<file path="src/tsr_pkg.sv">
// ----------------------------------------------------------------------------
// tsr_pkg: shared definitions of the stream reassembler
// Field widths, default sizes and the item function codes.
// ----------------------------------------------------------------------------
`default_nettype none

package tsr_pkg;

  localparam int CAPACITY_DEFAULT   = 64;
  localparam int INDEX_BITS_DEFAULT = 32;

  localparam int BYTE_W      = 8;
  localparam int COUNT_W     = 7;
  localparam int PORT_IDX_W  = 32;
  localparam int S_TDATA_W   = 48;
  localparam int M_TDATA_W   = 56;
  localparam int FUNC_W      = 2;

  typedef enum logic [FUNC_W-1:0] {
    FUNC_DATA    = 2'd0,
    FUNC_END     = 2'd1,
    FUNC_CONSUME = 2'd2,
    FUNC_NONE    = 2'd3
  } func_t;

endpackage

`default_nettype wire

</file>
<file path="src/tsr_byte_ram.sv">
// ----------------------------------------------------------------------------
// tsr_byte_ram: payload store of the reassembly ring
// One write port and one read port; read data is registered.
// ----------------------------------------------------------------------------
`default_nettype none

module tsr_byte_ram #(
  parameter int DEPTH  = tsr_pkg::CAPACITY_DEFAULT,
  parameter int ADDR_W = 6
) (
  input  wire logic                      clk,
  input  wire logic                      we,
  input  wire logic [ADDR_W-1:0]         waddr,
  input  wire logic [tsr_pkg::BYTE_W-1:0] wdata,
  input  wire logic                      re,
  input  wire logic [ADDR_W-1:0]         raddr,
  output logic      [tsr_pkg::BYTE_W-1:0] rdata
);
  import tsr_pkg::*;

  logic [BYTE_W-1:0] mem [DEPTH];

  always_ff @(posedge clk) begin
    if (we) begin
      mem[waddr] <= wdata;
    end
  end

  // The read data holds its value until the next read is issued.
  always_ff @(posedge clk) begin
    if (re) begin
      rdata <= mem[raddr];
    end
  end

endmodule

`default_nettype wire

</file>
<file path="src/tsr_slot_flags.sv">
// ----------------------------------------------------------------------------
// tsr_slot_flags: occupancy marks of the reassembly ring
// One flip-flop per slot, cleared at reset, with a lookup and a scan port.
// ----------------------------------------------------------------------------
`default_nettype none

module tsr_slot_flags #(
  parameter int DEPTH  = tsr_pkg::CAPACITY_DEFAULT,
  parameter int ADDR_W = 6
) (
  input  wire logic              clk,
  input  wire logic              rst,
  input  wire logic              set_en,
  input  wire logic [ADDR_W-1:0] set_slot,
  input  wire logic              clr_en,
  input  wire logic [ADDR_W-1:0] clr_slot,
  input  wire logic [ADDR_W-1:0] look_slot,
  output logic                   look_hit,
  input  wire logic [ADDR_W-1:0] scan_slot,
  output logic                   scan_hit
);
  import tsr_pkg::*;

  logic [DEPTH-1:0] flags;

  always_ff @(posedge clk) begin
    if (rst) begin
      flags <= '0;
    end else begin
      if (clr_en) begin
        flags[clr_slot] <= 1'b0;
      end
      if (set_en) begin
        flags[set_slot] <= 1'b1;
      end
    end
  end

  assign look_hit = flags[look_slot];
  assign scan_hit = flags[scan_slot];

endmodule

`default_nettype wire

</file>
<file path="src/tcp_stream_reassembler_core.sv">
// ----------------------------------------------------------------------------
// tcp_stream_reassembler_core: out-of-order byte stream reassembly
// Parks indexed bytes in a ring and releases the contiguous run in order.
// ----------------------------------------------------------------------------
//
//  Channel   Direction  Contents
//  s_*       in         one item: function, index, byte, consume count
//  m_*       out        one result: released byte or status, tlast per item
//
// An item is taken in the idle state and evaluated in the next cycle. An
// item that releases nothing gives one status transfer from the status
// state that follows evaluation and waits there on m_tready. An item that
// completes a run is handled in two passes: the run length is first
// counted over the slot marks, one slot per cycle, so that every result
// already shows the final counts, and then the bytes are read from the
// payload RAM one per cycle while m_tready stays high. Reset clears the slot
// marks and the stream counters at once, so there is no clearing pass;
// payload RAM contents are only read behind a set mark.
// A stalled output holds its transfer; no new item is taken meanwhile.
// ----------------------------------------------------------------------------
`default_nettype none

module tcp_stream_reassembler_core #(
  parameter int CAPACITY   = tsr_pkg::CAPACITY_DEFAULT,
  parameter int INDEX_BITS = tsr_pkg::INDEX_BITS_DEFAULT
) (
  input  wire logic                          clk,
  input  wire logic                          rst,
  // s_tdata: byte_index[31:0], byte_value[39:32], consume_count[46:40], pad
  input  wire logic                          s_tvalid,
  output logic                               s_tready,
  input  wire logic [tsr_pkg::S_TDATA_W-1:0] s_tdata,
  // s_tuser: func[1:0]
  input  wire logic [tsr_pkg::FUNC_W-1:0]    s_tuser,
  // m_tdata: out_byte[7:0], out_index[39:8], stream_ended[40],
  //          pending_count[47:41], is_empty[48], pad
  output logic                               m_tvalid,
  input  wire logic                          m_tready,
  output logic      [tsr_pkg::M_TDATA_W-1:0] m_tdata,
  // m_tuser: out_valid[0]
  output logic      [0:0]                    m_tuser,
  output logic                               m_tlast
);
  import tsr_pkg::*;

  localparam int SLOT_W = (CAPACITY > 1) ? $clog2(CAPACITY) : 1;
  localparam logic [SLOT_W-1:0]  LAST_SLOT = SLOT_W'(CAPACITY - 1);
  localparam logic [COUNT_W-1:0] CAP_CNT   = COUNT_W'(CAPACITY);
  localparam logic [COUNT_W:0]   CAP_SUM   = (COUNT_W + 1)'(CAPACITY);

  typedef enum logic [4:0] {
    ST_IDLE = 5'b00001,
    ST_EVAL = 5'b00010,
    ST_STAT = 5'b00100,
    ST_SCAN = 5'b01000,
    ST_EMIT = 5'b10000
  } state_t;

  function automatic logic [SLOT_W-1:0] slot_inc(input logic [SLOT_W-1:0] s);
    return (s == LAST_SLOT) ? '0 : s + SLOT_W'(1);
  endfunction

  // Control and stream state.
  state_t                  state;
  logic [SLOT_W-1:0]       head;
  logic [INDEX_BITS-1:0]   next_exp;
  logic [COUNT_W-1:0]      occupancy;
  logic [COUNT_W-1:0]      held;
  logic                    end_known;
  logic [INDEX_BITS-1:0]   end_pos;
  logic                    ended;

  // Item being processed and run bookkeeping.
  func_t                   it_func;
  logic [INDEX_BITS-1:0]   it_idx;
  logic [BYTE_W-1:0]       it_val;
  logic [COUNT_W-1:0]      it_cnt;
  logic [SLOT_W-1:0]       scan_ptr;
  logic [COUNT_W-1:0]      run_len;
  logic [INDEX_BITS-1:0]   scan_index;
  logic [COUNT_W-1:0]      remain;

  // The port index is cut or widened to the internal index width.
  logic [INDEX_BITS-1:0]   in_idx;
  logic [PORT_IDX_W-1:0]   out_idx;

  if (INDEX_BITS > PORT_IDX_W) begin : g_idx_wide
    assign in_idx  = {{(INDEX_BITS - PORT_IDX_W){1'b0}}, s_tdata[PORT_IDX_W-1:0]};
    assign out_idx = next_exp[PORT_IDX_W-1:0];
  end else if (INDEX_BITS == PORT_IDX_W) begin : g_idx_same
    assign in_idx  = s_tdata[PORT_IDX_W-1:0];
    assign out_idx = next_exp;
  end else begin : g_idx_narrow
    assign in_idx  = s_tdata[INDEX_BITS-1:0];
    assign out_idx = {{(PORT_IDX_W - INDEX_BITS){1'b0}}, next_exp};
  end

  // Window test and ring slot for a data byte.
  logic [INDEX_BITS-1:0] offset;
  logic [COUNT_W-1:0]    window;
  logic                  in_window;
  logic [COUNT_W:0]      slot_sum;
  logic [SLOT_W-1:0]     slot;
  logic                  slot_taken;
  logic                  take_byte;
  logic                  starts_run;

  assign offset    = it_idx - next_exp;
  assign window    = CAP_CNT - occupancy;
  assign in_window = ((offset >> COUNT_W) == '0) && (offset[COUNT_W-1:0] < window);
  assign slot_sum  = (COUNT_W + 1)'(head) + {1'b0, offset[COUNT_W-1:0]};
  assign slot      = (slot_sum >= CAP_SUM) ? SLOT_W'(slot_sum - CAP_SUM) : SLOT_W'(slot_sum);

  assign take_byte  = (state == ST_EVAL) && (it_func == FUNC_DATA) && in_window && !slot_taken;
  // The head slot is always empty between items, so only a byte at the
  // expected index can open a run.
  assign starts_run = take_byte && (offset == '0);

  // Run scan and emission control.
  logic                  scan_hit;
  logic                  scan_more;
  logic                  out_fire;
  logic                  last_byte;
  logic                  ram_re;
  logic [SLOT_W-1:0]     ram_raddr;
  logic [BYTE_W-1:0]     ram_rdata;
  logic [COUNT_W:0]      occ_sum;

  assign scan_more = (run_len != CAP_CNT) && scan_hit;
  assign out_fire  = m_tvalid && m_tready;
  assign last_byte = (remain == COUNT_W'(1));
  assign ram_re    = ((state == ST_SCAN) && !scan_more) ||
                     ((state == ST_EMIT) && out_fire && !last_byte);
  assign ram_raddr = (state == ST_SCAN) ? head : slot_inc(head);
  assign occ_sum   = {1'b0, occupancy} + {1'b0, run_len};

  tsr_byte_ram #(
    .DEPTH  (CAPACITY),
    .ADDR_W (SLOT_W)
  ) u_ram (
    .clk   (clk),
    .we    (take_byte),
    .waddr (slot),
    .wdata (it_val),
    .re    (ram_re),
    .raddr (ram_raddr),
    .rdata (ram_rdata)
  );

  tsr_slot_flags #(
    .DEPTH  (CAPACITY),
    .ADDR_W (SLOT_W)
  ) u_flags (
    .clk       (clk),
    .rst       (rst),
    .set_en    (take_byte),
    .set_slot  (slot),
    .clr_en    ((state == ST_EMIT) && out_fire),
    .clr_slot  (head),
    .look_slot (slot),
    .look_hit  (slot_taken),
    .scan_slot (scan_ptr),
    .scan_hit  (scan_hit)
  );

  always_ff @(posedge clk) begin
    if (rst) begin
      state     <= ST_IDLE;
      head      <= '0;
      next_exp  <= '0;
      occupancy <= '0;
      held      <= '0;
      end_known <= 1'b0;
      end_pos   <= '0;
      ended     <= 1'b0;
    end else begin
      unique case (state)
        ST_IDLE: begin
          if (s_tvalid) begin
            state <= ST_EVAL;
          end
        end
        ST_EVAL: begin
          unique case (it_func)
            FUNC_DATA: begin
              if (take_byte) begin
                held <= held + COUNT_W'(1);
              end
              if (starts_run) begin
                state <= ST_SCAN;
              end else begin
                if (end_known && (end_pos <= next_exp)) begin
                  ended <= 1'b1;
                end
                state <= ST_STAT;
              end
            end
            FUNC_END: begin
              end_known <= 1'b1;
              end_pos   <= it_idx;
              if (it_idx <= next_exp) begin
                ended <= 1'b1;
              end
              state <= ST_STAT;
            end
            FUNC_CONSUME: begin
              occupancy <= (it_cnt >= occupancy) ? '0 : occupancy - it_cnt;
              state     <= ST_STAT;
            end
            default: begin
              state <= ST_STAT;
            end
          endcase
        end
        ST_STAT: begin
          if (out_fire) begin
            state <= ST_IDLE;
          end
        end
        ST_SCAN: begin
          // At the end of the run the final counts are settled before the
          // first byte goes out; the head and index advance per transfer.
          if (!scan_more) begin
            held      <= held - run_len;
            occupancy <= (occ_sum > CAP_SUM) ? CAP_CNT : occ_sum[COUNT_W-1:0];
            if (end_known && (end_pos <= scan_index)) begin
              ended <= 1'b1;
            end
            state <= ST_EMIT;
          end
        end
        ST_EMIT: begin
          if (out_fire) begin
            head     <= slot_inc(head);
            next_exp <= next_exp + INDEX_BITS'(1);
            if (last_byte) begin
              state <= ST_IDLE;
            end
          end
        end
        default: begin
          state <= ST_IDLE;
        end
      endcase
    end
  end

  // Item capture and run counters.
  always_ff @(posedge clk) begin
    if ((state == ST_IDLE) && s_tvalid) begin
      it_func <= func_t'(s_tuser);
      it_idx  <= in_idx;
      it_val  <= s_tdata[PORT_IDX_W +: BYTE_W];
      it_cnt  <= s_tdata[PORT_IDX_W + BYTE_W +: COUNT_W];
    end
    if (starts_run) begin
      scan_ptr   <= slot_inc(head);
      run_len    <= COUNT_W'(1);
      scan_index <= next_exp + INDEX_BITS'(1);
    end else if ((state == ST_SCAN) && scan_more) begin
      scan_ptr   <= slot_inc(scan_ptr);
      run_len    <= run_len + COUNT_W'(1);
      scan_index <= scan_index + INDEX_BITS'(1);
    end
    if ((state == ST_SCAN) && !scan_more) begin
      remain <= run_len;
    end else if ((state == ST_EMIT) && out_fire) begin
      remain <= remain - COUNT_W'(1);
    end
  end

  // Output transfer: a status result or one released byte.
  logic emitting;

  assign emitting   = (state == ST_EMIT);
  assign s_tready   = (state == ST_IDLE);
  assign m_tvalid   = (state == ST_STAT) || emitting;
  assign m_tuser[0] = emitting;
  assign m_tlast    = emitting ? last_byte : 1'b1;
  assign m_tdata    = {
    {(M_TDATA_W - BYTE_W - PORT_IDX_W - COUNT_W - 2){1'b0}},
    (held == '0),
    held,
    ended,
    emitting ? out_idx : '0,
    emitting ? ram_rdata : '0
  };

endmodule

`default_nettype wire

</file>
<file path="config.mk">
export PLATFORM = sky130hd
export DESIGN_NAME = tcp_stream_reassembler_core
export DESIGN_NICKNAME = d
export VERILOG_FILES = /design/src/tsr_pkg.sv /design/src/tsr_byte_ram.sv /design/src/tsr_slot_flags.sv /design/src/tcp_stream_reassembler_core.sv
export SDC_FILE = /design/constraint.sdc
export NUM_CORES = 1
export LEC_CHECK = 0
export ABC_CLOCK_PERIOD_IN_PS = 5300
export BUFFER_PORTS_ARGS = -buffer_cell sky130_fd_sc_hd__buf_2
export CORE_MARGIN = 4
export CORE_UTILIZATION = 55
export CTS_BUF_LIST = sky130_fd_sc_hd__clkbuf_4
export DETAILED_ROUTE_END_ITERATION = 10
export PLACE_DENSITY = 0.75
export SETUP_SLACK_MARGIN = 0.5
export SLEW_MARGIN = 20
export SYNTH_ARGS = -nofsm -noshare
export SYNTH_HDL_FRONTEND = slang
export SYNTH_SLANG_ARGS = --single-unit
</file>
<file path="constraint.sdc">
create_clock -name clk -period 5.3 [get_ports clk]
set_input_delay 0.265 -clock clk [delete_from_list [all_inputs] [get_ports clk]]
set_output_delay 0.265 -clock clk [all_outputs]
set_load 0.05 [all_outputs]
</file>
==> results.yml <==
outcome:
  status: "completed"
setup_path:
  end_kind: "flip-flop"
  r2r_slack_ps: 470
  crit_arrival_ps: 5570
  crit_fanout: 7
  required_ps: 6040
  start_kind: "flip-flop"
  crit_type: "flip-flop to flip-flop"
placed_design:
  globalplace.congestion: 0.938
  pre_cts_ws_ps: -60.9
  io_buffer_count: 105
  place_hpwl_mm: 66.8
timing:
  setup_ws_ps: 469
  grt_setup_unrepaired: "yes"
  finalHoldViolCount: 0
  final-max-slew-violation-count: 0
  finalSetupViolCount: 0
  period_minus_slack_ps: 4830
  setup-tns-final_ps: 0
  finalCritPeriodShare_pct: 91.1
  max_freq_mhz: 207
  tightestPinTransition_ps: 1160
  maxSlewHeadroom_pct: 22.9
  finClkSkew_ps: 76.1
grt:
  grt_pass1_vias: 27700
  grt_max_degree: 95
  grt_pass1_wl_mm: 158
  grt.overflow.total: 0
  antenna_found_initial: 2
  gr-usage-all-layers_pct: 27.3
drt:
  route.detailed.drc: 0
  drt_iter0_drc: 2913
  avgRoutedWirePerCell_um: 23.2
  wirelength_mm: 103
  ant_nets: 0
  dr_total_vias: 27500
  vias_per_cell: 6.18
  dr.pass1.iters: 6
synth:
  yosys.area_share.simple_pct: 10.7
  synth_cells: 2979
  synthMuxAreaShare_pct: 11.6
  synth-seq-cells: 776
  synth_top_family_by_area: "multiplexers"
  synth_compound_area_share_pct: 10.3
  synthTopCellsByCount: "edfxtp_1 (614), nand2_1 (217), dfxtp_1 (162)"
  netlist_area_um2: 38400
  synth-xor-area-share_pct: 3.30
  synth_most_common_cell: "edfxtp_1"
  synth.area.top_cells: "edfxtp_1 (48%), mux4_2 (8.5%), dfxtp_1 (8.4%), ha_1 (4.4%), xnor2_1 (2.8%)"
  synthArstFlopShare_pct: 0
  synth_ff_type: "edfxtp_1"
  synth.distinct_cells: 85
  ys_seq_area_share_pct: 56.5
  yosysTopAreaCell: "edfxtp_1"
  avgSynthCellArea_um2: 12.9
  yosys_warnings: 0
  synthAdderAreaFrac_pct: 4.69
  synth_edf_count: 614
  synth_top_area_share_pct: 48.0
finish:
  area_growth_pct: 16.7
  multi_input_comb_area_um2: 16200
  num-fill-cells: 5017
  layout-drive-gt1-share_pct: 24.9
  final_util_pct: 65.0
  regArea_um2: 21700
  layout.nets: 3540
clock_network:
  cts_buffers: 192
  clk_pin_slew_ps: 60
  cts_tree: "built"
  cts_root_buf: "clkbuf_4"
  clk_path_buf_depth: 3
  htreeDepth: 4
  insertion_delay_ps: 1050
  cts_sinks: 776
power_and_ir_drop:
  ir_drop_v: 0.000297
  power_density_nw_per_um2: 300
  p_leak_nw: 16.1
  total_power_w: 0.0134
floorplanning:
  die_area_um2: 74100
  start_util_pct: 55.7
  dieHeight_um: 272
  fp.dieW_um: 272
  io_pins: 114
  num_rows: 96
  core-area_um2: 68900
hold_path:
  hp-class: "input pin to flip-flop"
run:
  max_cap_violations: 0
flip-flops by register name, indices dropped and copies added (netlist names):
| name | flops |
|---|---|
| end_known | 1 |
| remain | 7 |
| u_flags.flags | 64 |
| head | 6 |
| it_idx | 32 |
| u_ram.mem | 512 |
| held | 7 |
| end_pos | 32 |
| occupancy | 7 |
| it_func | 2 |
| it_val | 8 |
| next_exp | 32 |
| state | 5 |
| scan_ptr | 6 |
| ended | 1 |
| run_len | 7 |
| it_cnt | 7 |
| u_ram.rdata | 8 |
| scan_index | 32 |
layout by cell type (no fill, tap or decap), types with 53 or more instances in the layout:
master         instances
mux2i_1               95
a21oi_1              135
buf_2                104
a211oi_1              55
nor2_1               143
inv_1                114
clkinv_1              56
clkbuf_4             273
and2_1                53
dlygate4sd3_1        101
edfxtp_1             614
o21ai_0              123
buf_4                 87
dfxtp_1              155
ha_1                 115
nand2_1              215
xnor2_1              117
mux4_2               145
nand3_1               56
metal layers:
metal | vias up | share of wire (%) | GRT usage [%]
met5 | - | 0 | 0
met4 | 0 | 3.4 | 10.5
met3 | 247 | 8.7 | 6.08
met2 | 1481 | 49 | 45.1
met1 | 13400 | 38 | 35.6
li1 | 12300 | - | -
final cells by class:
class	count	share of cell area, %
Clock buffer	273	4.58
Timing Repair Buffer	325	6.19
Sequential cell	776	48.4
Multi-Input combinational cell	1932	36.2
Clock inverter	83	1.00
Antenna cell	5	0.0279
Tap cell	931	2.60
Inverter	118	0.989
critical path: stages (launching register included):
cell	delay, ps
edfxtp_1	350
inv_1	50
ha_2	170
fa_2	340
buf_4	150
xnor2_2	170
ha_2	350
xor2_2	250
buf_4	200
and3_1	160
nor4_1	290
mux2i_1	130
mux2_2	330
a22oi_1	220
o2111ai_1	150
or4_4	510
nor2_4	220
buf_12	190
mux2_4	310
cells by family (layout without fill, tap and decap cells):
family | after synthesis | count (layout)
fa+ha+maj | 141 | 141
compound gates | 577 | 577
flops | 776 | 776
simple gates | 802 | 802
other cells | 1 | 12
buf+inv | 277 | 799
xor+xnor | 143 | 143
mux | 262 | 262
through the flow:
step           instance area [µm²]  hold WS, ps  cells
2_1_floorplan                38400          364   2985
3_3_place_gp                 40400          441   3960
3_5_place_dp                 40400          443   3960
4_1_cts                      44200         3.12   4420
5_1_grt                      44800          112   4443
6_report                     44800          144   4443
report_power, final:
group	total [W]	switching [W]	leakage, nW	internal [W]
sequential	0.00681	0.0000710	6.73	0.00674
clock	0.00498	0.00254	1.47	0.00244
combinational	0.00163	0.00108	7.92	0.000549
total	0.0134	0.00369	16.1	0.00973
what timing repair did:
item,4_1_cts,5_1_grt
endpoints found under the hold margin,112,0
setup buffers,3,13
hold buffers,101,0
resized for setup,115,93
pin swaps,11,15
endpoints found under the setup margin,601,660
gates cloned,0,5
worst paths after layout:
check / start / to / cells after the start
max reg2reg: it_idx[0]$_DFFE_PP_ / scan_ptr[1]$_DFFE_PP_ / 18
max: it_idx[0]$_DFFE_PP_ / scan_ptr[1]$_DFFE_PP_ / 18
min reg2reg: end_pos[20]$_SDFFE_PP0P_ / end_pos[20]$_SDFFE_PP0P_ / 2
min: m_tready / state[4]$_SDFFE_PP0P_ / 5
Power figures use the tool's default switching activity.
